[src/hw/rtl/int8_dot_product_dequantize_core_macros.svh]
// Assertion helpers, sampled on clk and off during rst.
`ifndef INT8_DOT_PRODUCT_DEQUANTIZE_CORE_MACROS_SVH
`define INT8_DOT_PRODUCT_DEQUANTIZE_CORE_MACROS_SVH

`define IDP_ASSERT_SAME(label, ante, cons) \
  label: assert property (@(posedge clk) disable iff (rst) (ante) |-> (cons)) \
    else $error("idp assertion failed");

`define IDP_ASSERT_NEXT(label, ante, cons) \
  label: assert property (@(posedge clk) disable iff (rst) (ante) |=> (cons)) \
    else $error("idp assertion failed");

`endif

[src/hw/rtl/idp_pkg.sv]
package idp_pkg;

  localparam int LANES_MAX = 8;
  localparam int LANE_SUM_W = 19;
  localparam logic [31:0] SCALE_RESET = 32'h3F80_0000;
  localparam logic [31:0] QNAN = 32'h7FC0_0000;
  localparam logic [7:0] I2F_EXP_TOP = 8'd158;

  typedef enum logic {
    REG_SCALE_A = 1'b0,
    REG_SCALE_B = 1'b1
  } reg_idx_t;

  function automatic logic [3:0] lzc8(input logic [7:0] b);
    logic [3:0] n;
    n = 4'd8;
    for (int i = 0; i < 8; i++) begin
      if (b[i]) n = 4'(7 - i);
    end
    return n;
  endfunction

endpackage

[src/hw/rtl/idp_mac.sv]
`include "int8_dot_product_dequantize_core_macros.svh"

module idp_mac #(
  parameter int LANES = 8
) (
  input  logic        clk,
  input  logic        rst,
  input  logic        in_valid,
  output logic        in_ready,
  input  logic [63:0] act,
  input  logic [63:0] wgt,
  input  logic        last,
  output logic        out_valid,
  input  logic        out_ready,
  output logic [31:0] out_sum
);
  import idp_pkg::*;

  logic        v1, v2, v3;
  logic        move1, move2, move3;
  logic [63:0] act1, wgt1;
  logic        last1, last2;
  logic signed [LANE_SUM_W-1:0] lsum2;
  logic signed [LANE_SUM_W-1:0] lsum_next;
  logic [31:0] acc, acc_next, sum3;

  assign move3 = !v3 || out_ready;
  assign move2 = !v2 || move3;
  assign move1 = !v1 || move2;
  assign in_ready = move1;

  always_comb begin
    lsum_next = '0;
    for (int i = 0; i < LANES && i < LANES_MAX; i++) begin
      lsum_next = lsum_next + LANE_SUM_W'($signed(act1[8*i +: 8]) * $signed(wgt1[8*i +: 8]));
    end
  end

  assign acc_next = acc + 32'(lsum2);

  always_ff @(posedge clk) begin
    if (rst) begin
      v1 <= 1'b0;
      v2 <= 1'b0;
      v3 <= 1'b0;
      acc <= '0;
    end else begin
      if (move1) v1 <= in_valid;
      if (move2) v2 <= v1;
      if (move3) begin
        v3 <= v2 && last2;
        if (v2) acc <= last2 ? '0 : acc_next;
      end
    end
  end

  always_ff @(posedge clk) begin
    if (move1) begin
      act1 <= act;
      wgt1 <= wgt;
      last1 <= last;
    end
    if (move2) begin
      lsum2 <= lsum_next;
      last2 <= last1;
    end
    if (move3 && v2) sum3 <= acc_next;
  end

  assign out_valid = v3;
  assign out_sum = sum3;

  `IDP_ASSERT_NEXT(a_nonlast_no_result, move3 && v2 && !last2, !v3)
  `IDP_ASSERT_NEXT(a_last_clears, move3 && v2 && last2, v3 && acc == '0)
  `IDP_ASSERT_NEXT(a_acc_holds, !(move3 && v2), $stable(acc))
  `IDP_ASSERT_SAME(a_acc_reset, $past(rst), acc == '0)

endmodule

[config.mk]
export PLATFORM = sky130hd
export DESIGN_NAME = idp_mac
export DESIGN_NICKNAME = d
export VERILOG_FILES = /design/src/hw/rtl/idp_pkg.sv /design/src/hw/rtl/idp_mac.sv
export VERILOG_INCLUDE_DIRS = /design/src /design/src/hw/rtl
export SDC_FILE = /design/constraint.sdc
export NUM_CORES = 2
export LEC_CHECK = 0
export ABC_AREA = 1
export BUFFER_PORTS_ARGS = -buffer_cell sky130_fd_sc_hd__buf_4
export CAP_MARGIN = 0
export CORE_AREA = 2 2 251 253
export DETAILED_ROUTE_END_ITERATION = 8
export DIE_AREA = 0 0 253 255
export PLACE_DENSITY = 0.73
export SLEW_MARGIN = 30
export SYNTH_ARGS = -nofsm -noshare
export SYNTH_HDL_FRONTEND = slang
export SYNTH_SLANG_ARGS = --single-unit
[constraint.sdc]
create_clock -name clk -period 7.5 [get_ports clk]
set_input_delay 0.75 -clock clk [delete_from_list [all_inputs] [get_ports clk]]
set_output_delay 0.75 -clock clk [all_outputs]
set_load 0.02 [all_outputs]
; Yosys cells after proc, flatten, opt, wreduce, memory -nomap -nowiden
; Index checks and enable logic that the tools add are counted.
[totals]
regBits = 216
elab_cells = 36
[op_classes]
addsub = 8
n_mul = 8
mux = 1
reduce_logical = 9
[op_table]
columns = op, n
row1 = $mul 8x8->16, 8
row2 = $add 19x16->19, 4
row3 = $add 32x32->32, 1
row4 = $mux 32, 1
row5 = $add 18x16->19, 1
row6 = $add 17x16->18, 1
row7 = $add 16x16->17, 1
row8 = $logic_not 1->1, 3
row9 = $logic_or 1x1->1, 3
row10 = $logic_and 1x1->1, 2
row11 = $reduce_and 2->1, 1

; Longest topological paths before layout
[logic_depth]
word_depth = 8
depth_mapped = 34
mapped_depth_nobuf = 33

; Worst setup path before layout
; OpenSTA, ideal clock, no wires.
[synth_path]
path_kind = flip-flop to flip-flop
start = reg act1[7]
end = reg lsum2[18] (data pin)
setup_ns = 0.252
arrival_time_ns = 7.140
required_time_ns = 7.248
setup_slack_ns = 0.107
stages_incl_launch_ff = 26
n_path_buf = 1
synth_period_minus_slack_ns = 7.393
cell_sequence = edfxtp_1 > clkbuf_1 > nand2_1 > inv_1 > fa_1 > inv_1 > fa_1 > inv_1 > fa_1 > inv_1 > fa_1 > fa_1 > fa_1 > fa_1 > fa_1 > fa_1 > fa_1 > inv_1 > ha_1 > a21o_1 > a31oi_1 > o21ai_0 > a31oi_1 > inv_1 > nand2_1 > nand2_1
[synth_between]
elab_chain_cells = 8
[synth_lines]
columns = item, line_no
row1 = "start, declared", idp_mac.sv:21  ; logic [63:0] act1, wgt1;
row2 = "start signal, assigned", idp_mac.sv:59  ; act1 <= act;
row3 = $mul 8x8->16, idp_mac.sv:35  ; lsum_next = lsum_next + LANE_SUM_W'($signed(act1[8*i +: 8]) * $signed(wgt1[8*i +: 8]));
row4 = $add 16x16->17, idp_mac.sv:35
row5 = $add 17x16->18, idp_mac.sv:35
row6 = $add 18x16->19, idp_mac.sv:35
row7 = $add 19x16->19 (4 in series), idp_mac.sv:35
row8 = net lsum_next[18], idp_mac.sv:24  ; logic signed [LANE_SUM_W-1:0] lsum_next;
row9 = "end signal, assigned", idp_mac.sv:64  ; lsum2 <= lsum_next;
row10 = "end, declared", idp_mac.sv:23  ; logic signed [LANE_SUM_W-1:0] lsum2;
; The timed path passes the listed nets, and every way through them passes these cells.
; A chain may end at the register's enable or synchronous reset.

; Final worst setup path
[layout_path]
start = reg act1[31]
end = reg lsum2[12] (data pin)
[layout_between]
elab_chain_cells = 6
[layout_lines]
columns = item, line_no
row1 = $mul 8x8->16, idp_mac.sv:35
row2 = $add 18x16->19, idp_mac.sv:35
row3 = $add 19x16->19 (4 in series), idp_mac.sv:35
row4 = net lsum_next[12], idp_mac.sv:24
; The timed path passes the listed nets, and every way through them passes these cells.

==> results.sh <==
export IMPL_status="finished, violations left"
export IMPL_violations="negative setup slack"
export IMPL_gp_congestion=0.973
export IMPL_tightestPinTransition_ns=0.803
export IMPL_postCtsHoldBufs=0
export IMPL_fp_row_count=92
export IMPL_clk_latency_ns=0.57
export IMPL_min_period_ns=7.64
export IMPL_synth_top_area_cell="fa_1"
export IMPL_syn2layout_area_growth_pct=15.5
export IMPL_synth_main_ff_cell="edfxtp_1"
export IMPL_diodes=0
export IMPL_grt_pass1_wl_um=125000
export IMPL_dr_first_iter_drc_count=1339
export IMPL_design_area_sq_um=37600
export IMPL_wire_per_inst_um=16.5
export IMPL_final_layout_size_suffix_gt1_share_pct=16.2
export IMPL_drt_pass1_iterations=6
export IMPL_io_pins=167
export IMPL_antenna_found_initial=0
export IMPL_clkSlewWorstSetupHoldPaths_ns=0.06
export IMPL_fin_ws_ns=-0.144
export IMPL_setup_violations_final=4
export IMPL_fin_crit_sh_pct=102
export IMPL_grt_use_total_pct=25.0
export IMPL_dp_cells=4612
export IMPL_fmax_mhz=131
export IMPL_drc=0
export IMPL_dieArea_sq_um=64500
export IMPL_ys_warn_count=0
export IMPL_portBuffers=166
export IMPL_coreArea_sq_um=62200
export IMPL_cts_sinks=216
export IMPL_num_fill_cells=5175
export IMPL_ys_top_cells_by_area="fa_1 43%, edfxtp_1 17%, inv_1 14%"
export IMPL_drv_cap=0
export IMPL_start_util_pct=52.3
export IMPL_r2r_start="act1[31]$_DFFE_PP_"
export IMPL_die_y_um=255
export IMPL_skew_ns=0.0171
export IMPL_synth_top_family_by_area="adder cells"
export IMPL_min_from="wgt[20]"
export IMPL_drt_wl_total_um=77800
export IMPL_required_ns=7.82
export IMPL_slew_viol_final=0
export IMPL_async_flop_share_pct=0
export IMPL_vias=22670
export IMPL_synth_top_area_share_pct=42.6
export IMPL_synthesis_area_sq_um=32500
export IMPL_ctsLongestPathBuffers=3
export IMPL_synth_fa_ha_area_share_pct=50.6
export IMPL_final_net_count=4921
export IMPL_holdPathStages=1
export IMPL_die_w_um=253
export IMPL_synth_edf_count=181
export IMPL_postPlaceCellArea_sq_um=35800
export IMPL_synth_mux_area_share_pct=0
export IMPL_crit_path_end_kind="flop"
export IMPL_htreeDepth=1
export IMPL_synth_cell_type_count=34
export IMPL_overflow=0
export IMPL_rsz0062_at_grt="yes"
export IMPL_synthCells=3581
export IMPL_cts_made_buffers=26
export IMPL_place_hpwl_um=67700
export IMPL_first_global_vias=24253
export IMPL_layout_cells_non_filler=4706
export IMPL_critPathKind="reg -> reg"
export IMPL_max_slew_margin_pct=46.4
export IMPL_path_max_fanout=4
export IMPL_synth_compound_area_share_pct=1.55
export IMPL_cp_start_kind="flop"
export IMPL_synth_seq_cells=216
export IMPL_arrival_ns=7.96
export IMPL_vias_per_cell=4.82
export IMPL_reg2regPathDepth=25
export IMPL_ant_nets=0
export IMPL_grt_max_degree=63
export IMPL_min_path_type="in -> reg"
export IMPL_synthXorXnorAreaFrac_pct=0.985
export IMPL_cts_tree="yes"
export IMPL_hold_viol=0
export IMPL_synth_seq_area_share_pct=18.9
export IMPL_synth_simple_gate_area_share_pct=12.7
export IMPL_timing_rr_end="lsum2[12]$_DFFE_PP_"
export IMPL_hold_end="wgt1[20]$_DFFE_PP_"
export IMPL_rrSetupSlack_ns=-0.14
export IMPL_avgSynthCellArea_sq_um=9.08
export IMPL_cts_root_buf="clkbuf_16"
export IMPL_synth_nets=4615
## final cells by class
class	instances	area, sq um	area share (%)
multi-input combinational	2043	21900	58.2
sequential	216	6140	16.3
inverter	1190	4470	11.9
timing repair buffer	410	3180	8.47
clock inverter	20	258	0.686
tap	799	1000	2.66
clock buffer	28	658	1.75
## flip-flops by register name (all words and copies together), names as in the netlist
name	flops
acc	32
act1	64
last1	1
last2	1
lsum2	19
out_sum	32
out_valid	1
v1	1
v2	1
wgt1	64
## synthesized netlist by cell type (3+ instances only)
library cell and number:
a21o_1 5, a21oi_1 64, a31oi_1 4, and2_1 19
buf_2 4, clkbuf_1 128, clkinv_1 3, dfxtp_1 35
edfxtp_1 181, fa_1 692, ha_1 209, inv_1 1181
inv_2 6, nand2_1 787, nand2_2 19, nand3_1 64
nand3_2 3, nand4_1 4, nor2_1 85, nor3_1 7
nor3_2 7, o21ai_0 10, o21bai_1 5, or2_2 16
xnor2_1 9, xor2_1 22, xor2_2 3
## worst max path at each step
stage	startpoint	endpoint	slack (ns)	cells past startpoint
floorplan	act1[7]$_DFFE_PP_	lsum2[18]$_DFFE_PP_	0.11	25
CTS	act1[63]$_DFFE_PP_	lsum2[18]$_DFFE_PP_	-0.02	27
global route	act1[31]$_DFFE_PP_	lsum2[12]$_DFFE_PP_	-0.34	25
detailed placement	act1[63]$_DFFE_PP_	lsum2[17]$_DFFE_PP_	-0.16	26
global placement	act1[63]$_DFFE_PP_	lsum2[17]$_DFFE_PP_	-0.11	24
finish	act1[31]$_DFFE_PP_	lsum2[12]$_DFFE_PP_	-0.14	25
## per-layer routing
metal  wire length, um  track usage, %  vias up
met1             31400            32.3    11263
li1                  -               -    10672
met5                 0               0        -
met2             39700            44.5      606
met3              4200            3.11      129
met4              2610            7.08        0
## worst max-delay path, stage by stage, from the launching register on
cell and delay, ns:
edfxtp_1 0.47, buf_6 0.16, nand2_2 0.05, inv_2 0.05
fa_2 0.51, buf_6 0.15, fa_1 0.54, inv_2 0.05
fa_1 0.50, inv_2 0.05, fa_1 0.50, fa_1 0.56
fa_2 0.48, fa_1 0.60, fa_1 0.45, fa_1 0.53
inv_2 0.05, fa_1 0.51, inv_2 0.05, ha_4 0.25
a21o_1 0.17, nor2_1 0.16, nand2_2 0.14, a21o_1 0.21
a21oi_2 0.14, xnor2_1 0.07
## cell usage in the layout (no fill, tap or decap), types with 14 or more instances in the layout
cell type | synthesis | routed
xor2_1 | 22 | 21
dfxtp_1 | 35 | 35
buf_6 | 0 | 19
nand2_2 | 19 | 36
nand2_1 | 787 | 766
and2_1 | 19 | 19
inv_1 | 1181 | 1138
edfxtp_1 | 181 | 181
nor2_1 | 85 | 79
or2_2 | 16 | 14
clkbuf_16 | 0 | 26
buf_4 | 0 | 389
fa_1 | 692 | 668
fa_2 | 0 | 24
ha_1 | 209 | 198
nand3_1 | 64 | 60
inv_2 | 6 | 50
a21oi_1 | 64 | 55
## metrics by stage
step / hold slack [ns] / util (%) / worst slack, ns / TNS (ns)
final: 0.353 / 60.4 / -0.144 / -0.366
after global placement: 0.406 / 57.6 / -0.107 / -0.178
after detailed placement: 0.409 / 57.6 / -0.162 / -0.517
after global routing: 0.326 / 60.4 / -0.342 / -1.78
after floorplan: 0.400 / - / 0.107 / 0
after CTS: 0.320 / 59.4 / -0.0231 / -0.0433
## cell families (layout without fill, tap and decap cells)
family | after synthesis | count (layout)
buf+inv | 1322 | 1648
simple gates | 1016 | 1016
fa+ha+maj | 901 | 901
flops | 216 | 216
compound gates | 92 | 92
xor+xnor | 34 | 34
## what timing repair did
item	4_1_cts	5_1_grt
gates resized for setup	33	128
setup buffers	9	36
endpoints found under the setup margin	6	10
hold endpoints to repair	0	0
pin swaps	27	76
Power is left out: the tool's default activity adds up to more than one toggle a clock period on the data nets, which glitch-free logic cannot reach.
