$ cat src/hw/rtl/int8_dot_product_dequantize_core_macros.svh
// Assertion helpers, sampled on clk and off during rst.
`ifndef INT8_DOT_PRODUCT_DEQUANTIZE_CORE_MACROS_SVH
`define INT8_DOT_PRODUCT_DEQUANTIZE_CORE_MACROS_SVH

`define IDP_ASSERT_SAME(label, ante, cons) \
  label: assert property (@(posedge clk) disable iff (rst) (ante) |-> (cons)) \
    else $error("idp assertion failed");

`define IDP_ASSERT_NEXT(label, ante, cons) \
  label: assert property (@(posedge clk) disable iff (rst) (ante) |=> (cons)) \
    else $error("idp assertion failed");

`endif

$ cat src/hw/rtl/idp_pkg.sv
package idp_pkg;

  localparam int LANES_MAX = 8;
  localparam int LANE_SUM_W = 19;
  localparam logic [31:0] SCALE_RESET = 32'h3F80_0000;
  localparam logic [31:0] QNAN = 32'h7FC0_0000;
  localparam logic [7:0] I2F_EXP_TOP = 8'd158;

  typedef enum logic {
    REG_SCALE_A = 1'b0,
    REG_SCALE_B = 1'b1
  } reg_idx_t;

  function automatic logic [3:0] lzc8(input logic [7:0] b);
    logic [3:0] n;
    n = 4'd8;
    for (int i = 0; i < 8; i++) begin
      if (b[i]) n = 4'(7 - i);
    end
    return n;
  endfunction

endpackage

$ cat src/hw/rtl/idp_fmul.sv
module idp_fmul (
  input  logic        clk,
  input  logic        rst,
  input  logic        in_valid,
  output logic        in_ready,
  input  logic [31:0] in_a,
  input  logic [31:0] in_b,
  input  logic [31:0] in_tag,
  output logic        out_valid,
  input  logic        out_ready,
  output logic [31:0] out_bits,
  output logic [31:0] out_tag
);
  import idp_pkg::*;

  typedef enum logic [1:0] {
    KIND_NUM,
    KIND_ZERO,
    KIND_INF,
    KIND_NAN
  } kind_t;

  logic [5:0] v, move;
  logic [31:0] tag [6];

  // stage 1: operands
  logic [31:0] a1, b1;
  // stage 2: product
  logic [47:0] prod2;
  logic signed [9:0] t2;
  logic sgn2;
  kind_t kind2;
  // stage 3: byte leading zeros
  logic [47:0] prod3;
  logic signed [9:0] t3;
  logic sgn3;
  kind_t kind3;
  logic [3:0] lzb3 [6];
  // stage 4: shift control
  logic [47:0] prod4;
  logic [5:0] left4, right4;
  logic use_right4, sgn4;
  logic signed [9:0] expo4;
  kind_t kind4;
  // stage 5: normalized
  logic [47:0] m5;
  logic stk5, ovf5, sgn5;
  logic [7:0] exp5;
  kind_t kind5;
  // stage 6: result
  logic [31:0] bits6;

  logic [7:0] ea_f, eb_f;
  logic [23:0] ma, mb;
  logic [7:0] ea, eb;
  logic a_nan, b_nan, a_inf, b_inf, a_zero, b_zero;
  kind_t kind_c;
  logic [47:0] prod_c;
  logic signed [9:0] t_c;
  logic [3:0] lzb_c [6];
  logic [5:0] lz_c, left_c, right_c;
  logic found, use_right_c;
  logic signed [9:0] t_m1, lzs, expo_c, rsh;
  logic [47:0] m_c, mask_c;
  logic stk_c;
  logic inc_c;
  logic [30:0] packed_c;
  logic [31:0] bits_c;

  always_comb begin
    move[5] = !v[5] || out_ready;
    for (int k = 4; k >= 0; k--) move[k] = !v[k] || move[k+1];
  end
  assign in_ready = move[0];

  always_comb begin
    ea_f = a1[30:23];
    eb_f = b1[30:23];
    a_nan = (ea_f == 8'hFF) && (a1[22:0] != '0);
    b_nan = (eb_f == 8'hFF) && (b1[22:0] != '0);
    a_inf = (ea_f == 8'hFF) && (a1[22:0] == '0);
    b_inf = (eb_f == 8'hFF) && (b1[22:0] == '0);
    a_zero = (ea_f == 8'h00) && (a1[22:0] == '0);
    b_zero = (eb_f == 8'h00) && (b1[22:0] == '0);
    ma = {ea_f != 8'h00, a1[22:0]};
    mb = {eb_f != 8'h00, b1[22:0]};
    ea = (ea_f == 8'h00) ? 8'd1 : ea_f;
    eb = (eb_f == 8'h00) ? 8'd1 : eb_f;
    if (a_nan || b_nan || (a_inf && b_zero) || (a_zero && b_inf)) kind_c = KIND_NAN;
    else if (a_inf || b_inf) kind_c = KIND_INF;
    else if (a_zero || b_zero) kind_c = KIND_ZERO;
    else kind_c = KIND_NUM;
    prod_c = ma * mb;
    t_c = $signed(10'(ea) + 10'(eb) - 10'd126);
  end

  always_comb begin
    for (int j = 0; j < 6; j++) lzb_c[j] = lzc8(prod2[47-8*j -: 8]);
  end

  always_comb begin
    found = 1'b0;
    lz_c = '0;
    for (int j = 0; j < 6; j++) begin
      if (!found && lzb3[j] != 4'd8) begin
        lz_c = 6'(8*j + int'(lzb3[j]));
        found = 1'b1;
      end
    end
    t_m1 = t3 - 10'sd1;
    lzs = $signed({4'b0, lz_c});
    rsh = 10'sd1 - t3;
    left_c = '0;
    right_c = '0;
    use_right_c = 1'b0;
    expo_c = '0;
    if (t_m1 >= lzs) begin
      left_c = lz_c;
      expo_c = t3 - lzs;
    end else if (t_m1 >= 10'sd0) begin
      left_c = t_m1[5:0];
    end else begin
      use_right_c = 1'b1;
      right_c = (rsh > 10'sd48) ? 6'd48 : rsh[5:0];
    end
  end

  always_comb begin
    mask_c = (48'd1 << right4) - 48'd1;
    if (use_right4) begin
      m_c = prod4 >> right4;
      stk_c = |(prod4 & mask_c);
    end else begin
      m_c = prod4 << left4;
      stk_c = 1'b0;
    end
  end

  always_comb begin
    inc_c = m5[23] && ((|m5[22:0]) || stk5 || m5[24]);
    packed_c = {exp5, m5[46:24]} + 31'(inc_c);
    case (kind5)
      KIND_NAN:  bits_c = QNAN;
      KIND_INF:  bits_c = {sgn5, 8'hFF, 23'd0};
      KIND_ZERO: bits_c = {sgn5, 31'd0};
      default:   bits_c = ovf5 ? {sgn5, 8'hFF, 23'd0} : {sgn5, packed_c};
    endcase
  end

  always_ff @(posedge clk) begin
    if (rst) begin
      v <= '0;
    end else begin
      if (move[0]) v[0] <= in_valid;
      for (int k = 1; k < 6; k++) begin
        if (move[k]) v[k] <= v[k-1];
      end
    end
  end

  always_ff @(posedge clk) begin
    if (move[0]) begin
      a1 <= in_a;
      b1 <= in_b;
      tag[0] <= in_tag;
    end
    for (int k = 1; k < 6; k++) begin
      if (move[k]) tag[k] <= tag[k-1];
    end
    if (move[1]) begin
      prod2 <= prod_c;
      t2 <= t_c;
      sgn2 <= a1[31] ^ b1[31];
      kind2 <= kind_c;
    end
    if (move[2]) begin
      prod3 <= prod2;
      t3 <= t2;
      sgn3 <= sgn2;
      kind3 <= kind2;
      lzb3 <= lzb_c;
    end
    if (move[3]) begin
      prod4 <= prod3;
      left4 <= left_c;
      right4 <= right_c;
      use_right4 <= use_right_c;
      expo4 <= expo_c;
      sgn4 <= sgn3;
      kind4 <= kind3;
    end
    if (move[4]) begin
      m5 <= m_c;
      stk5 <= stk_c;
      ovf5 <= (expo4 >= 10'sd255);
      exp5 <= expo4[7:0];
      sgn5 <= sgn4;
      kind5 <= kind4;
    end
    if (move[5]) bits6 <= bits_c;
  end

  assign out_valid = v[5];
  assign out_bits = bits6;
  assign out_tag = tag[5];

endmodule
$ cat config.mk
export PLATFORM = sky130hd
export DESIGN_NAME = idp_fmul
export DESIGN_NICKNAME = d
export VERILOG_FILES = /design/src/hw/rtl/int8_dot_product_dequantize_core_macros.svh /design/src/hw/rtl/idp_pkg.sv /design/src/hw/rtl/idp_fmul.sv
export SDC_FILE = /design/constraint.sdc
export NUM_CORES = 2
export LEC_CHECK = 0
export BUFFER_PORTS_ARGS = -buffer_cell sky130_fd_sc_hd__buf_4
export CAP_MARGIN = 5
export CORE_MARGIN = 3
export CORE_UTILIZATION = 30
export CTS_CLUSTER_SIZE = 8
export DETAILED_ROUTE_END_ITERATION = 12
export HOLD_SLACK_MARGIN = 0.08
export PLACE_DENSITY = 0.46
export SLEW_MARGIN = 0
export SYNTH_ARGS = -nofsm -noshare
export SYNTH_HDL_FRONTEND = slang
export SYNTH_SLANG_ARGS = --single-unit
$ cat constraint.sdc
create_clock -name clk -period 8.3 [get_ports clk]
set_clock_uncertainty 0.1 [all_clocks]
set_input_delay 2.075 -clock clk [delete_from_list [all_inputs] [get_ports clk]]
set_output_delay 2.075 -clock clk [all_outputs]
set_load 0.005 [all_outputs]
# After elaboration in Yosys (flattened, before gate mapping)
# Memory sizes are Yosys's and may differ from the RTL's.
# Cells that the tools add are included.
# word_totals
word_cells	235
memories	1
input_bits	100
regBits	382
output_inout_bits	66
ramBits	192
# classes
mux	76
n_lt_le_gt_ge	4
n_eq_ne	11
reduce_logical	69
n_bitwise	2
shifts	3
mul	1
n_addsub	12
# memory_table
memory	depth	word_bits	rd	rd_clocked_by_memory_dff	wr	line	source
tag	6	32	6	0	6	idp_fmul.sv:24	logic [31:0] tag [6];
# op_table
cell	n
$pmux W32 S3	1
$mux W3	18
$and A48 B48 Y48	1
$mul A24 B24 Y48	1
$mux W6	8
$reduce_or A48 Y1	1
$shl A1 B6 Y48 const A	1
$shl A48 B6 Y47	1
$shr A48 B6 Y47	1
$sub A48 B1 Y48 const B	1
$mux W47	1
$logic_not A23 Y1	2
$reduce_bool A23 Y1	2
$reduce_or A7 Y1	6
$add A31 B1 Y31	1
$mux W31	1
$mux W4	7
$mux W1	26
$mux W2	12
$ne A4 B4 Y1 const B	6
$reduce_or A4 Y1	6
$reduce_or A23 Y1	1
$eq A8 B8 Y1 const B	2
$logic_not A8 Y1	2
other kinds (22)	69

# Depth between registers and ports, before layout
# logic_depth
ltp_word	19
ltp_mapped	26
mapped_depth_nobuf	25

# Least setup slack after synthesis
# OpenSTA, ideal clock, no wires.
# synth_timing
path_type	input-to-output
startpoint	in out_ready
endpoint	out in_ready
t_required_ps	6125
path_buffers	1
slack_ps	765
cell_stages	4
arrival_ps	5360
path_cell_list	nor2b_1 > and3_1 > clkbuf_1 > nand4_1
# synth_via
elab_chain_len	6
# synth_lines
element	line	source
start, declared	idp_fmul.sv:10	input logic out_ready,
$logic_or A1 B1 Y1	idp_fmul.sv:71	move[5] = !v[5] || out_ready;
$logic_or A1 B1 Y1 (5 in series)	idp_fmul.sv:72	for (int k = 4; k >= 0; k--) move[k] = !v[k] || move[k+1];
end, declared	idp_fmul.sv:5	output logic in_ready,
# Every way passes these cells.

# Worst setup path in the final report
# layout_timing
startpoint	reg b1[30]
endpoint	reg prod2[38], data pin
# layout_via
elab_chain_len	2
# layout_lines
element	line	source
start, declared	idp_fmul.sv:27	logic [31:0] a1, b1;
start signal, assigned	idp_fmul.sv:164	b1 <= in_b;
$reduce_bool A8 Y1	idp_fmul.sv:86	mb = {eb_f != 8'h00, b1[22:0]};
$mul A24 B24 Y48	idp_fmul.sv:93	prod_c = ma * mb;
via prod_c[38]	idp_fmul.sv:58	logic [47:0] prod_c;
end signal, assigned	idp_fmul.sv:171	prod2 <= prod_c;
end, declared	idp_fmul.sv:29	logic [47:0] prod2;
# The timed path passes the listed nets, and every way through them passes these cells.
# A chain may end at the register's enable or synchronous reset.

==> key figures <==
Clock tree
  – Max clock buf depth: 3
  – CTS buffer count: 83
  – Post-CTS Setup Bufs: 0
  – Clock latency on the worst-skew pair: 0.65 ns
  – Post-cts sizing count: 0
  – Clk sinks: 574
  – Hold_buf cts: 0
  – Htree depth: 3
  – TritonCTS clock tree: done
  – Clock-pin slew on the worst setup and hold paths: 0.05 ns
  – Root buffer cell: clkbuf_16

Placed design
  – DP Wirelength: 98520 um
  – Final Wtd Congestion: around 0.9
  – IO buf count: 165

Critical path
  – Worst-path cell chain: nor4_1, nand2_1, and2_1, fa_1, inv_1, fa_1, fa_1, fa_1, fa_1, inv_1, fa_1, fa_1, ha_1, a21oi_1, nand2_1, a21boi_0, o211ai_1, a31oi_1, o31ai_2, buf_4, a21oi_1, o21ai_0, xor2_1
  – Critical path's largest stage delay: about 0.5 ns
  – CP arrival: around 8 ns
  – Crit path max-delay family: adder cells
  – Critical-path top delay cell: fa_1
  – Worst setup EP type: flip-flop
  – Cell repeated most along the worst path: fa_1
  – CP Class: reg2reg
  – Worst EP required: around 8.6 ns
  – WP buf/inv: 3
  – CP Max Fanout: 10
  – Crit start category: flip-flop

Die
  – Core Area: 150100 um2
  – Die H: 395.0 um
  – Die Area: 156000 um2
  – Die width: 395.0 um
  – Starting Density: 0.3024
  – Std cell rows: ~140
  – # IOs: 166

Drt
  – DR vias: 30.55k
  – DR pass1 iterations: 5
  – Vias per std cell: 4.797
  – Avg WL per Cell: 20.00 um
  – Drt initial violations: 2013
  – DRC violations left: 0
  – Detail Route Antenna Nets: 0
  – Total Wirelength: 127400 um

Hold path
  – HP Class: reg2reg

Synth
  – Synth cell types: 90
  – Warnings, synthesis: 0
  – Post-synth design cell area: around 45000 um2
  – Sequential area share after synthesis: 0.3783
  – Ys async rst share: 0
  – Yosys top cell by area: edfxtp_1
  – Post-synth EDFFs: around 570
  – Main synth FF type: edfxtp_1
  – Synth top cells by count: 619 x nand2_1, 568 x edfxtp_1, 562 x inv_1
  – Syn Inst Count: about 4.2k
  – Post-synthesis net count: 4992
  – Synth area leaders: edfxtp_1 38%, fa_1 21%, ha_1 5.7%
  – Post-synth top area share: 0.3757
  – Syn avg cell area: ~11 um2
  – Count leader, synth: nand2_1
  – Flops & latches, synth: 574

Finish
  – Final net count: 5105
  – Area growth from synthesis to layout: 13.14%
  – Layout cell share with drive strength beyond 1: 0.1023

Outcome
  – Outcome: finished clean

Global routing
  – Largest net degree at the start of global routing: 76
  – Total gr overflow: 0
  – All-Layer GR Usage: 0.1632
  – Initial antenna violation count: 3
  – First-pass GRT wire length: 197400 um
  – Number of global-route vias before repair: 32.16k

Timing
  – RSZ-0062 raised after global routing: no
  – Max Clk Rate: 0.1271 GHz
  – Slew @ Worst Pin: 1.127 ns
  – Min Tclk post-route: 7.865 ns
  – Setup_tns: 0 ns
  – Max Transition Viols Final: 0
  – Fin. Hold Viols: 0
  – Setup Viol. Count Final: 0
  – Tcrit/Tclk final: 0.9476
  – Slew HR: 0.2478

Job
  – MaxCap Viol Count: 0
==> per-stage QoR <==
stage                     cells  setup WS [ns]  instance area [um2]  utilization  hold slack (ns)
after CTS                  6368         0.3433                51370       0.3421           0.3050
after global routing       6369        0.05086                51370       0.3422           0.3152
final                      6369         0.4351                51370       0.3422           0.3027
after global placement     6246         0.3955                48960       0.3261           0.3003
after detailed placement   6246         0.3892                48960       0.3261           0.3045
after floorplan            4202         0.7651                45400            -           0.3003
==> cell type report <==
type | count | area, um2
timing repair buffer | 256 | 1947
fill | 15200 | 98760
antenna | 1 | 2.502
inverter | 566 | 2127
clock inverter | 10 | 219.0
clock buffer | 112 | 2186
multi-input combinational | 2834 | 25190
sequential | 574 | 17180
tap | 2016 | 2522
==> cell usage in the layout, fill, tap and decap left out, types with 35 or more instances in the layout <==
cell / count
nand2_1: 617
edfxtp_1: 568
inv_1: 560
fa_1: 484
buf_4: 254
and2_1: 241
nor2_1: 216
ha_1: 206
a21oi_1: 161
mux2i_1: 161
o21ai_0: 106
clkbuf_16: 83
xnor2_1: 59
o22ai_1: 49
nor3_1: 41
xor2_1: 38
mux4_2: 36
nand3_1: 35
==> routing by layer <==
metal / global-route usage / vias to the layer above / wire [um]
met1: 0.2280 / 15390 / 58460
met5: 0 / - / 0
li1: - / 14220 / -
met3: 0.01935 / 183 / 5427
met2: 0.2661 / 753 / 60020
met4: 0.04779 / 0 / 3454
==> cells by family after synthesis <==
group | synth area share
simple gates | 0.1345
buf+inv | 0.06752
fa+ha+maj | 0.2702
flops | 0.3783
compound gates | 0.07190
mux | 0.05856
xor+xnor | 0.01907
==> final timing paths <==
kind | startpoint | endpoint | slack, ns | depth (start not counted)
setup reg to reg | b1[30] | prod2[38] | 0.44 | 23
hold / removal | tag[1][0] | tag[2][0] | 0.30 | 0
hold reg to reg | tag[1][0] | tag[2][0] | 0.30 | 0
setup / recovery | b1[30] | prod2[38] | 0.44 | 23
==> worst reg2reg max path, stage by stage, from the launching register on <==
cell	delay, ns
edfxtp_1	0.40
nor4_1	0.37
nand2_1	0.48
and2_1	0.38
fa_1	0.48
inv_1	0.05
fa_1	0.45
fa_1	0.51
fa_1	0.43
fa_1	0.49
inv_1	0.05
fa_1	0.49
fa_1	0.41
ha_1	0.37
a21oi_1	0.18
nand2_1	0.08
a21boi_0	0.36
o211ai_1	0.15
a31oi_1	0.49
o31ai_2	0.15
buf_4	0.17
a21oi_1	0.23
o21ai_0	0.14
xor2_1	0.16
==> registers in the layout, indices dropped and copies added, names as in the netlist, 8 cells and up <==
name and flops:
expo4 10, out_bits 32, a1 32, tag 192
t3 10, lzb3 24, exp5 8, t2 10
prod3 48, m5 47, prod2 48, prod4 48
b1 32
Power is not shown: default switching activity piles up to over one toggle a cycle in this logic, so the estimate is an artifact.
