$ cat src/hw/rtl/int8_dot_product_dequantize_core_macros.svh
// Assertion helpers, sampled on clk and off during rst.
`ifndef INT8_DOT_PRODUCT_DEQUANTIZE_CORE_MACROS_SVH
`define INT8_DOT_PRODUCT_DEQUANTIZE_CORE_MACROS_SVH

`define IDP_ASSERT_SAME(label, ante, cons) \
  label: assert property (@(posedge clk) disable iff (rst) (ante) |-> (cons)) \
    else $error("idp assertion failed");

`define IDP_ASSERT_NEXT(label, ante, cons) \
  label: assert property (@(posedge clk) disable iff (rst) (ante) |=> (cons)) \
    else $error("idp assertion failed");

`endif

$ cat src/hw/rtl/idp_pkg.sv
package idp_pkg;

  localparam int LANES_MAX = 8;
  localparam int LANE_SUM_W = 19;
  localparam logic [31:0] SCALE_RESET = 32'h3F80_0000;
  localparam logic [31:0] QNAN = 32'h7FC0_0000;
  localparam logic [7:0] I2F_EXP_TOP = 8'd158;

  typedef enum logic {
    REG_SCALE_A = 1'b0,
    REG_SCALE_B = 1'b1
  } reg_idx_t;

  function automatic logic [3:0] lzc8(input logic [7:0] b);
    logic [3:0] n;
    n = 4'd8;
    for (int i = 0; i < 8; i++) begin
      if (b[i]) n = 4'(7 - i);
    end
    return n;
  endfunction

endpackage

$ cat src/hw/rtl/idp_i2f.sv
module idp_i2f (
  input  logic        clk,
  input  logic        rst,
  input  logic        in_valid,
  output logic        in_ready,
  input  logic [31:0] in_int,
  output logic        out_valid,
  input  logic        out_ready,
  output logic [31:0] out_bits,
  output logic [31:0] out_tag
);
  import idp_pkg::*;

  logic [3:0] v, move;
  logic [31:0] x1, tag1, tag2, tag3, tag4;
  logic [31:0] mag2, n3, bits4;
  logic        sgn2, sgn3, zero3;
  logic [3:0]  lzb2 [4];
  logic [4:0]  lz3;
  logic [31:0] mag_c, n_c, bits_c;
  logic [3:0]  lzb_c [4];
  logic [4:0]  lz_c;
  logic [7:0]  exp_c;
  logic        inc_c, found;
  logic [30:0] packed_c;

  always_comb begin
    move[3] = !v[3] || out_ready;
    for (int k = 2; k >= 0; k--) move[k] = !v[k] || move[k+1];
  end
  assign in_ready = move[0];

  always_comb begin
    mag_c = x1[31] ? (~x1 + 32'd1) : x1;
    for (int j = 0; j < 4; j++) lzb_c[j] = lzc8(mag_c[31-8*j -: 8]);
  end

  always_comb begin
    found = 1'b0;
    lz_c = '0;
    for (int j = 0; j < 4; j++) begin
      if (!found && lzb2[j] != 4'd8) begin
        lz_c = 5'(8*j + int'(lzb2[j]));
        found = 1'b1;
      end
    end
    n_c = mag2 << lz_c;
  end

  always_comb begin
    exp_c = I2F_EXP_TOP - 8'(lz3);
    inc_c = n3[7] && ((|n3[6:0]) || n3[8]);
    packed_c = {exp_c, n3[30:8]} + 31'(inc_c);
    bits_c = zero3 ? 32'd0 : {sgn3, packed_c};
  end

  always_ff @(posedge clk) begin
    if (rst) begin
      v <= '0;
    end else begin
      if (move[0]) v[0] <= in_valid;
      for (int k = 1; k < 4; k++) begin
        if (move[k]) v[k] <= v[k-1];
      end
    end
  end

  always_ff @(posedge clk) begin
    if (move[0]) begin
      x1 <= in_int;
      tag1 <= in_int;
    end
    if (move[1]) begin
      mag2 <= mag_c;
      sgn2 <= x1[31];
      lzb2 <= lzb_c;
      tag2 <= tag1;
    end
    if (move[2]) begin
      n3 <= n_c;
      lz3 <= lz_c;
      sgn3 <= sgn2;
      zero3 <= (mag2 == '0);
      tag3 <= tag2;
    end
    if (move[3]) begin
      bits4 <= bits_c;
      tag4 <= tag3;
    end
  end

  assign out_valid = v[3];
  assign out_bits = bits4;
  assign out_tag = tag4;

endmodule

$ cat config.mk
export PLATFORM = sky130hd
export DESIGN_NAME = idp_i2f
export DESIGN_NICKNAME = d
export VERILOG_FILES = /design/src/hw/rtl/int8_dot_product_dequantize_core_macros.svh /design/src/hw/rtl/idp_pkg.sv /design/src/hw/rtl/idp_i2f.sv
export SDC_FILE = /design/constraint.sdc
export NUM_CORES = 1
export LEC_CHECK = 0
export CAP_MARGIN = 0
export CORE_AREA = 2 2 137 139
export CTS_BUF_LIST = sky130_fd_sc_hd__clkbuf_16
export DETAILED_ROUTE_END_ITERATION = 8
export DIE_AREA = 0 0 139 141
export DONT_BUFFER_PORTS = 1
export GPL_TIMING_DRIVEN = 1
export HOLD_SLACK_MARGIN = 0.03
export PLACE_DENSITY_LB_ADDON = 0.12
export SKIP_CTS_REPAIR_TIMING = 1
export SLEW_MARGIN = 20
export SYNTH_ARGS = -nofsm -noshare
export SYNTH_HDL_FRONTEND = slang
export SYNTH_SLANG_ARGS = --single-unit
$ cat constraint.sdc
create_clock -name clk -period 3.45 [get_ports clk]
set_input_delay 0.5175 -clock clk [delete_from_list [all_inputs] [get_ports clk]]
set_output_delay 0.5175 -clock clk [all_outputs]
set_load 0.01 [all_outputs]
### Word level (Yosys, flattened, before mapping)

Cells that the tools add are included.

* add/subtract/negate cells: 6
* equality and inequality tests: 4
* shift operators: 1
* muxes and demuxes: 36
* bitwise logic cells: 1
* reduce and logical (&&, ||, !) cells: 30

Operator list (number)
* 3-bit 2-to-1 mux: 12
* 7-bit OR reduction: 5
* 32-bit by 1-bit adder with 32-bit output, second input constant: 1
* 32-bit zero test: 1
* 32-bit 2-to-1 mux: 1
* 32-bit NOT: 1
* 32-bit by 5-bit << shifter with 31-bit output: 1
* 31-bit by 1-bit adder with 31-bit output: 1
* 4-bit 2-to-1 mux: 5
* 2-bit 2-to-1 mux: 8
* 4-bit != test, second input constant: 4
* 4-bit OR reduction: 4
* 5-bit 2-to-1 mux: 3
* 5-bit by 4-bit adder with 5-bit output, first input constant: 2
* 2-bit OR reduction: 4
* 8-bit by 5-bit subtractor with 8-bit output, first input constant: 1
* 1-bit zero test: 7
* 1-bit 2-to-1 mux: 7
* 4-bit by 4-bit adder with 5-bit output, first input constant: 1
* 1-bit logical OR: 5
* 1-bit logical AND: 4

* flip-flop bits (word level): 251
* output and inout bits: 66
* logic and storage cells: 109

### Longest topological paths before layout

Gate-level depths: netlist (run 1).

* word-level depth: 12
* depth in mapped cells: 10
* gate-level depth less buffers: 9

### Worst setup path after synthesis (run 1)

Ideal clock, no wire load.

* path kind: flip-flop to flip-flop
* start point: reg lzb2[0] (netlist name)
* end point: reg n3[29], data pin
* setup time: 0.260 ns
* arrival time: 2.794 ns
* required time: 3.190 ns
* path slack: 0.396 ns
* cell stages (with the launch flop): 10
* path buffers: 1
* clock period less this slack: 3.054 ns
* path through: edfxtp_1 -> or4b_4 -> and4_4 -> a211o_4 -> inv_6 -> buf_12 -> mux2i_1 -> a211oi_1 -> or4_1 -> mux2_2

* word-level cells in the longest chain between the ends: 4
* elaborated cells on any way between the ends: 5

Ends and longest elaborated chain
* start: declaration: RTL line idp_i2f.sv:18 `logic [3:0] lzb2 [4];`
* start signal: assignment: RTL line idp_i2f.sv:76 `lzb2 <= lzb_c;`
* branches (longest 2 deep; another with 5-bit by 4-bit adder with 5-bit output)
* 5-bit 2-to-1 mux (*): RTL line idp_i2f.sv:42 `if (!found && lzb2[j] != 4'd8) begin`
* named net lz_c[0]: RTL line idp_i2f.sv:22 `logic [4:0] lz_c;`
* 32-bit by 5-bit << shifter with 31-bit output (*): RTL line idp_i2f.sv:47 `n_c = mag2 << lz_c;`
* named net n_c[29]: RTL line idp_i2f.sv:20 `logic [31:0] mag_c, n_c, bits_c;`
* end signal: assignment: RTL line idp_i2f.sv:80 `n3 <= n_c;`
* end: declaration: RTL line idp_i2f.sv:16 `logic [31:0] mag2, n3, bits4;`

Mark *: on every way through the listed nets, which the timed path passes.
A chain may end at the register's enable or synchronous reset.

### Final worst setup path (run 1)

* start point: reg lzb2[9] (netlist name)
* end point: reg n3[29], data pin

* word-level cells in the longest chain between the ends: 10
* elaborated cells on any way between the ends: 13

Ends and longest elaborated chain (RTL line)
* 4-bit != test: idp_i2f.sv:42
* 1-bit logical AND: idp_i2f.sv:42
* 1-bit 2-to-1 mux: idp_i2f.sv:42
* 1-bit zero test: idp_i2f.sv:42
* 1-bit logical AND: idp_i2f.sv:42
* 1-bit 2-to-1 mux: idp_i2f.sv:42
* 1-bit zero test: idp_i2f.sv:42
* 1-bit logical AND: idp_i2f.sv:42
* 5-bit 2-to-1 mux (*): idp_i2f.sv:42
* 32-bit by 5-bit << shifter with 31-bit output (*): idp_i2f.sv:47
* named net n_c[29]: idp_i2f.sv:20

Mark *: on every way through the listed nets, which the timed path passes. The rest lies on a longest branch.

==> metrics.txt, run 1 <==
fraction of registers with async set or reset after synthesis 0%; leakage power 4.52 nW; endpoint type of the worst setup path flop; die area 19600 sq um; maximum buffer depth of the clock tree 3; Antenna Diode Count 0; TritonCTS clock tree yes; library cell occupying the most area in the post-synthesis netlist edfxtp_1; fraction of post-synthesis cell area in the top cell type by area 64.6%; Post-Route Skew 11.6 ps; IR Drop Worst-Case VDD 0.534 mV; Final period util 96.5%; Die Ht 141 um; maximum number of pins on one net before global-route repair 53; Setup crit start kind flop; starting utilization of the core area 62.1%; # H-tree levels 1; top-level port count 102; most frequent standard cell in the layout excluding fill and tap cells edfxtp_1; aggregate global-route resource usage 27.6%; Detailed Route WL 27900 um; final period demand of the worst path 3330 ps; via count of the first global-routing pass 7562; via count of the routed design 7748; outcome finished clean; Avg Synthesized Cell Area 13.1 sq um; via density per instance 6.71; arrival time reported for the critical path endpoint 3600 ps; signed area change from the synthesized netlist to the final layout 11.6%; Post-Synthesis Cells 866; sequential area share after synthesis 65.3%; CTS root buffer clkbuf_16; count of buffers from port buffering 0; count of buffering cells on the critical path with inverters included 2; DPL Wire Length 19400 um; global route overflow 0; worst slew margin relative to its limit 29.2%; wire length of the first global-routing pass 42300 um; Filler Cells Inserted 1209; type of the setup path with the least slack flop to flop; library cells used by synthesis 80; Detail Route Antenna Nets 0; final design instance area without fill 12700 sq um; total power divided by cell area 624 nW/um^2; clock latency reported for the late side of the worst-skew pair 530 ps; Slew Limit Fails 0; count of flip-flops with a built-in enable after synthesis 244; transition time at the pin with the least slew margin 1060 ps; Hold Path Class input port to flop; most used flip-flop cell after synthesis edfxtp_1; commonest cells after routing, fill and taps aside edfxtp_1 (244), nor2_1 (74), nand2_1 (48), buf_4 (46); final layout net count 944; required time at the worst-slack endpoint 3720 ps; Yosys reg bits 248; number of clock buffers inserted by TritonCTS 23; number of setup violations in the final report 0; Placeable Area 18300 sq um; cells along the critical path nor4b_1 -> and4_4 -> a211o_4 -> buf_12 -> mux2i_1 -> buf_4 -> a21oi_1 -> mux4_2 -> mux2_2; netlist area before placement 11300 sq um; top cells by area, synth edfxtp_1 (65%), a211oi_1 (2.7%), xnor2_1 (2.5%); critical path fanouts, max 38; layout cell share with drive strength beyond 1 12.6%; largest stage delay on the critical path 540 ps; average routed wire per standard cell 24.1 um; DRT Pass-1 Iters 7; critical path's top delay family multiplexers; width of the chip 139 um; final RePlAce weighted congestion 0.977; hold violation count in the final report 0; accumulated negative setup slack 0 ps; Site Rows 50; count of unresolved DRC violations after routing 0; synthesis warning total 0; cell with the largest stage delay on the worst path nor4b_1; drt initial violations 692; Synth Net Count 906; Num Clock Sinks 248; # Max-Cap Violations 0; Max Fclk 300 MHz; Area after DPL 11900 sq um; clock edge transition at the registers on the reported setup and hold paths 70 ps; Total Power 7.89 mW; number of antenna violations at the first check in global routing 0
==> through the flow <==
step                cells  hold WS [ps]  util, %  setup WS, ps
floorplan             866           400        -           396
global placement     1113           402     65.0          90.5
detailed placement   1113           405     65.0          61.5
CTS                  1155          54.9     69.1         -32.3
global route         1155          52.2     69.3         -22.9
finish               1155          61.1     69.3           120
==> path summary, 6_finish.rpt <==
check,end,depth (start not counted),start,slack [ps]
worst min register to register,out_tag[4]$_DFFE_PP_,0,tag3[4]$_DFFE_PP_,420
worst min-delay path,v[2]$_SDFFE_PP0P_,1,rst,60
worst max-delay path,n3[29]$_DFFE_PP_,9,lzb2[9]$_SDFFCE_PP0P_,120
worst max register to register,n3[29]$_DFFE_PP_,9,lzb2[9]$_SDFFCE_PP0P_,120
==> worst register-to-register path, stage by stage (launching register included) <==
cell and delay [ps]:
edfxtp_1 440, nor4b_1 540, and4_4 450, a211o_4 210
buf_12 220, mux2i_1 260, buf_4 170, a21oi_1 60
mux4_2 470, mux2_2 270
==> cell families after synthesis <==
| family | share of synthesized area (%) |
|---|---|
| AO/OA/AOI/OAI | 12.6 |
| XOR/XNOR | 4.09 |
| adder cells (fa/ha/maj) | 0.441 |
| buffers and inverters | 2.64 |
| flip-flops | 65.3 |
| multiplexers | 2.96 |
| AND/OR/NAND/NOR | 11.9 |
==> cell usage after synthesis, types with 21 or more instances <==
cell	count
a211oi_1	41
a21oi_1	41
edfxtp_1	244
inv_1	31
mux2i_1	23
nand2_1	49
nand3_1	25
nor2_1	74
nor3_1	26
o21ai_0	33
xnor2_1	32
xor2_1	21
==> registers in the layout, summed over array words and instances (netlist names) <==
signal,count
out_bits,32
out_tag,32
tag1,32
tag2,32
tag3,32
mag2,31
n3,31
lzb2,16
lz3,5
v,4
zero3,1
==> layout make-up <==
class / instances / area, sq um / share of cell area, %
flip-flops and latches: 248 / 7410 / 58.5
repair buffers: 49 / 405 / 3.20
clock buffers: 23 / 576 / 4.55
clock inverters: 19 / 173 / 1.36
multi-input cells: 549 / 3670 / 29.0
well taps: 234 / 293 / 2.31
inverters: 33 / 133 / 1.05
==> metal layers <==
metal | track usage [%] | up-vias | routed length, um
met5 | 0 | - | 0
met4 | 9.99 | 0 | 913
li1 | - | 3461 | -
met3 | 4.45 | 82 | 1820
met1 | 34.6 | 3801 | 11000
met2 | 48.8 | 404 | 14200
==> power breakdown <==
part	total, mW	leakage, nW	switching [mW]	internal [mW]
registers	4.16	2.64	0.377	3.78
clock network	2.51	0.374	1.07	1.44
logic	1.22	1.51	0.721	0.502
total	7.89	4.52	2.16	5.73
Power figures use the tool's default switching activity.
==> run 2, diff against run 1 <==
GPL_ROUTABILITY_DRIVEN = 0   (was unset)
clock period = 3.7 ns   (was 3.45 ns; I/O delays follow)
==> run 2 against run 1 <==
  * Critical path depth is 1 lower
  * Non-clock buffer count fell by 28
  * Clock skew rose by 6.4 ps
  * Sequential share of layout area up 1.1 points
  * Clock power decreased by 5%
  * Global-route usage is 3.8 points lower
  * Register-to-register slack better by 130 ps
  * Core utilization is 1.3 points lower
  * Combinational power is 17% lower
  * Largest cell class unchanged
  * Maximum frequency decreased by 3.4%
  * Sequential power decreased by 7.5%
==> metrics.txt, run 2 (synthesized netlist as in run 1, its figures left out) <==
outcome finished clean; endpoint type of the worst setup path flop; count of buffers from port buffering 0 (unchanged); via density per instance 6.50 (-3.2%); TritonCTS clock tree yes; average routed wire per standard cell 20.6 um (-14%); critical path's top delay family simple AND/OR/NAND/NOR gates; number of standard cells in the layout, taps in and fillers out 1129 (-2.3%); aggregate global-route resource usage 23.7% (-3.8 points); type of the setup path with the least slack flop to flop; transition time at the pin with the least slew margin 1070 ps (+4.31 ps); layout cell share with drive strength beyond 1 10.1% (-2.5 points); Detail Route Antenna Nets 0 (unchanged); Max Fclk 290 MHz (-3.4%); cell with the most instances on the worst path or4_1; maximum buffer depth of the clock tree 3 (unchanged); maximum number of pins on one net before global-route repair 70 (+32%); signed area change from the synthesized netlist to the final layout 9.61%; starting utilization of the core area 62.1% (unchanged); most frequent standard cell in the layout excluding fill and tap cells edfxtp_1; DRT Pass-1 Iters 5 (-2); global route overflow 0 (unchanged); # Max-Cap Violations 0 (unchanged); Site Rows 50 (unchanged); hold violation count in the final report 0 (unchanged); via count of the routed design 7333 (-5.4%); largest stage delay on the critical path 730 ps (+190 ps); number of instances in the placed design 1085 (-2.5%); total power divided by cell area 582 nW/um^2 (-6.7%); Final period util 93.2% (-3.3 points); accumulated negative setup slack 0 ps (unchanged); final layout net count 918 (-2.8%); arrival time reported for the critical path endpoint 3740 ps (+140 ps); cells along the critical path inv_1 -> ha_1 -> or3b_1 -> or4_1 -> o41ai_2 -> xnor2_1 -> or4_1 -> nor2b_1; Detailed Route WL 23300 um (-16%); via count of the first global-routing pass 7187 (-5.0%); Filler Cells Inserted 1310 (+8.4%); wire length of the first global-routing pass 37100 um (-12%); Antenna Diode Count 0 (unchanged); critical path fanouts, max 10 (-74%); worst slew margin relative to its limit 28.9% (-0.29 points); final period demand of the worst path 3450 ps (+118 ps); width of the chip 139 um (unchanged); die area 19600 sq um (unchanged); number of setup violations in the final report 0 (unchanged); Num Clock Sinks 248 (unchanged); cell with the largest stage delay on the worst path or4_1; drt initial violations 756 (+9.2%); CTS root buffer clkbuf_16; number of antenna violations at the first check in global routing 0 (unchanged); IR Drop Worst-Case VDD 0.455 mV (-15%); # H-tree levels 1 (unchanged); count of unresolved DRC violations after routing 0 (unchanged); count of buffering cells on the critical path with inverters included 1 (-1); leakage power 4.38 nW (-3.0%); clock edge transition at the registers on the reported setup and hold paths 60 ps (about the same); Post-Route Skew 18.0 ps (+6.42 ps); Die Ht 141 um (unchanged); Hold Path Class input port to flop; internal reg-to-reg setup slack 250 ps (+130 ps); commonest cells after routing, fill and taps aside edfxtp_1 (244), nor2_1 (74), nand2_1 (48), a21oi_1 (41), a211oi_1 (41); DPL Wire Length 16500 um (-15%); number of clock buffers inserted by TritonCTS 25 (+8.7%); setup repair after global routing missed its margin no; top-level port count 102 (unchanged); Slew Limit Fails 0 (unchanged); required time at the worst-slack endpoint 4000 ps (+280 ps); clock latency reported for the late side of the worst-skew pair 540 ps (about the same); Placeable Area 18300 sq um (unchanged); Setup crit start kind flop
run 2: changes by cell type in the layout (fill, tap and decap cells not counted), moves of 2 or more:
| cell | change |
|---|---|
| a2111oi_0 | +4 |
| a2111oi_1 | -4 |
| or4_1 | +2 |
| o41ai_2 | +2 |
| or4_4 | -2 |
| buf_4 | -26 |
| clkinv_1 | -4 |
| buf_12 | -2 |
| clkbuf_16 | +2 |
| clkinv_2 | +3 |
| inv_1 | +2 |
run 2: final cells by class:
cell class / instances / area [sq um] / area share, %
flip-flops and latches: 248 / 7410 / 59.6
multi-input cells: 549 / 3650 / 29.4
clock buffers: 25 / 626 / 5.03
well taps: 234 / 293 / 2.36
repair buffers: 21 / 170 / 1.37
clock inverters: 19 / 154 / 1.24
inverters: 33 / 129 / 1.04
run 2: stage by stage:
step           cell area (sq um)  worst slack, ps  power, mW  util (%)  hold slack, ps
2_1_floorplan              11300              646       4.58         -             400
3_3_place_gp               11600              369       4.83      63.7             403
3_5_place_dp               11600              320       4.88      63.7             405
4_1_cts                    12400              250       7.26      67.9            75.1
5_1_grt                    12400             43.9       7.53      68.0            79.9
6_report                   12400              252       7.23      68.0            89.9
run 2: final timing paths:
path / from / end / cells past startpoint
worst max-delay path: tag1[0]$_DFFE_PP_ / lzb2[10]$_SDFFCE_PP0P_ / 8
worst min-delay path: rst / v[0]$_SDFFE_PP0P_ / 1
worst max register to register: tag1[0]$_DFFE_PP_ / lzb2[10]$_SDFFCE_PP0P_ / 8
worst min register to register: tag3[4]$_DFFE_PP_ / out_tag[4]$_DFFE_PP_ / 0
run 2: report_power, final:
group	leakage [nW]	switching, mW	internal (mW)
registers	2.64	0.323	3.53
logic	1.35	0.610	0.397
clock network	0.395	1.00	1.37
total	4.38	1.94	5.29
run 2: layer usage:
metal	global-route usage [%]	share of wire, %	vias to the layer above
met2	41.2	49	379
met4	10.9	4.5	0
met1	29.0	39	3457
met3	4.72	6.9	86
met5	0	0	-
li1	-	-	3411
==> run 3, diff against run 2 <==
CTS_BUF_LIST = unset   (was sky130_fd_sc_hd__clkbuf_16)
SLEW_MARGIN = unset   (was 20)
==> run 3 against run 2 <==
  * Maximum frequency about the same
  * Hold slack improved by 0.73 ps
  * Core utilization unchanged
  * Flip-flop and latch count is the same
  * Sequential power barely moved
  * Design area stayed put
  * Global-route usage did not move
  * Routed wire length about the same
  * Combinational power about the same
  * Via count fell by 0.16%
  * Largest cell class unchanged
==> metrics.txt, run 3 (synthesized netlist as in run 1, its figures left out) <==
outcome finished clean; signed area change from the synthesized netlist to the final layout 9.61% (unchanged); Flop pwr share 53.2% (about the same); number of standard cells in the layout, taps in and fillers out 1129 (unchanged); TritonCTS clock tree yes; final layout net count 918 (unchanged); number of setup violations in the final report 0 (unchanged); CTS root buffer clkbuf_16; cells along the critical path inv_1 -> ha_1 -> or3b_1 -> or4_1 -> o41ai_2 -> xnor2_1 -> or4_1 -> nor2b_1; average routed wire per standard cell 20.6 um (about the same); Placeable Area 18300 sq um (unchanged); most frequent standard cell in the layout excluding fill and tap cells edfxtp_1; maximum number of pins on one net before global-route repair 70 (unchanged); global route overflow 0 (unchanged); DPL Wire Length 16500 um (unchanged); number of antenna violations at the first check in global routing 0 (unchanged); maximum buffer depth of the clock tree 3 (unchanged); Antenna Diode Count 0 (unchanged); commonest cells after routing, fill and taps aside edfxtp_1 (244), nor2_1 (74), nand2_1 (48), a21oi_1 (41), a211oi_1 (41); largest stage delay on the critical path 730 ps (about the same); layout cell share with drive strength beyond 1 10.1% (unchanged); Post-Route Skew 18.6 ps (+0.562 ps); via count of the first global-routing pass 7187 (unchanged); CP Capture Point lzb2[10]$_SDFFCE_PP0P_; top-level port count 102 (unchanged); die area 19600 sq um (unchanged); switching share of total power 26.7% (-0.050 points); arrival time reported for the critical path endpoint 3740 ps (about the same); number of stages on the worst setup path 8 (unchanged); Filler Cells Inserted 1310 (unchanged); relative contribution of combinational cells to total power 13.9% (about the same); Max Fclk 290 MHz (about the same); number of clock buffers inserted by TritonCTS 25 (unchanged); total power divided by cell area 583 nW/um^2 (+0.14%); # H-tree levels 1 (unchanged); required time at the worst-slack endpoint 4000 ps (about the same); Setup crit start kind flop; clock edge transition at the registers on the reported setup and hold paths 60 ps (about the same); critical path's top delay family simple AND/OR/NAND/NOR gates; leakage power 4.36 nW (-0.38%); Detailed Route WL 23300 um (about the same); worst slew margin relative to its limit 28.2% (-0.66 points); Die Ht 141 um (unchanged); clock share of power 32.9% (about the same); count of buffers from port buffering 0 (unchanged); via density per instance 6.48 (-0.16%); critical hold path startpoint rst; via count of the routed design 7321 (-0.16%); Site Rows 50 (unchanged); DRT Pass-1 Iters 6 (+1); launch instance of the worst register-to-register path tag1[0]$_DFFE_PP_; starting utilization of the core area 62.1% (unchanged); number of instances in the placed design 1085 (unchanged); total net switching power 1.94 mW (about the same); count of unresolved DRC violations after routing 0 (unchanged); internal power consumption 5.31 mW (+0.21%); accumulated negative setup slack 0 ps (unchanged); internal reg-to-reg setup slack 250 ps (about the same); type of the setup path with the least slack flop to flop; drt initial violations 756 (unchanged); cell with the largest stage delay on the worst path or4_1; reg2reg end lzb2[10]$_SDFFCE_PP0P_; timing startpoint of the critical path tag1[0]$_DFFE_PP_; transition time at the pin with the least slew margin 1080 ps (+9.83 ps); width of the chip 139 um (unchanged); count of buffering cells on the critical path with inverters included 1 (unchanged); Slew Limit Fails 0 (unchanged); cell with the most instances on the worst path or4_1; Num Clock Sinks 248 (unchanged); critical path fanouts, max 10 (unchanged); Detail Route Antenna Nets 0 (unchanged); endpoint type of the worst setup path flop; final period demand of the worst path 3450 ps (-0.971 ps); hold violation count in the final report 0 (unchanged); clock latency reported for the late side of the worst-skew pair 540 ps (about the same); length in cells of the worst reg-to-reg path 8 (unchanged); Hold Path Class input port to flop; # Max-Cap Violations 0 (unchanged); Final period util 93.2% (about the same); aggregate global-route resource usage 23.7% (unchanged); wire length of the first global-routing pass 37100 um (unchanged); setup repair after global routing missed its margin no; IR Drop Worst-Case VDD 0.455 mV (about the same)
[run 3: worst min-delay path by stage]
stage | to | slack [ps] | cells past startpoint
2_1_floorplan | out_tag[0]$_DFFE_PP_ | 400 | 0
3_3_place_gp | tag3[25]$_DFFE_PP_ | 400 | 0
3_5_place_dp | out_tag[16]$_DFFE_PP_ | 400 | 0
4_1_cts | v[0]$_SDFFE_PP0P_ | 80 | 1
5_1_grt | v[0]$_SDFFE_PP0P_ | 80 | 1
6_report | v[0]$_SDFFE_PP0P_ | 90 | 1
[run 3: routing by layer]
metal | global-route usage [%] | vias to the layer above | routed length [um]
li1 | - | 3412 | -
met1 | 29.0 | 3441 | 9120
met2 | 41.2 | 387 | 11500
met3 | 4.72 | 81 | 1620
met4 | 10.9 | 0 | 1020
met5 | 0 | - | 0
[run 3: per-stage QoR]
stage	instance area, sq um	hold WS, ps	power [mW]	setup WS [ps]	util [%]
6_report	12400	90.7	7.24	253	68.0
5_1_grt	12400	80.0	7.54	44.2	68.0
4_1_cts	12400	75.3	7.27	250	67.9
3_5_place_dp	11600	405	4.88	320	63.7
3_3_place_gp	11600	403	4.83	369	63.7
2_1_floorplan	11300	400	4.58	646	-
[run 3: layout make-up]
class | instances | area [sq um] | area share [%]
Sequential cell | 248 | 7410 | 59.6
Multi-Input combinational cell | 549 | 3650 | 29.4
Clock buffer | 29 | 641 | 5.16
Tap cell | 234 | 293 | 2.36
Timing Repair Buffer | 21 | 170 | 1.37
Clock inverter | 15 | 139 | 1.12
Inverter | 33 | 129 | 1.04
[run 3: power by group through the flow]
stage          Clock [mW]  Combinational (mW)  Sequential, mW
6_report             2.39                1.01            3.85
5_1_grt              2.54                1.10            3.89
4_1_cts              2.44               0.983            3.85
3_5_place_dp            0               0.976            3.91
3_3_place_gp            0               0.948            3.88
2_1_floorplan           0               0.775            3.81
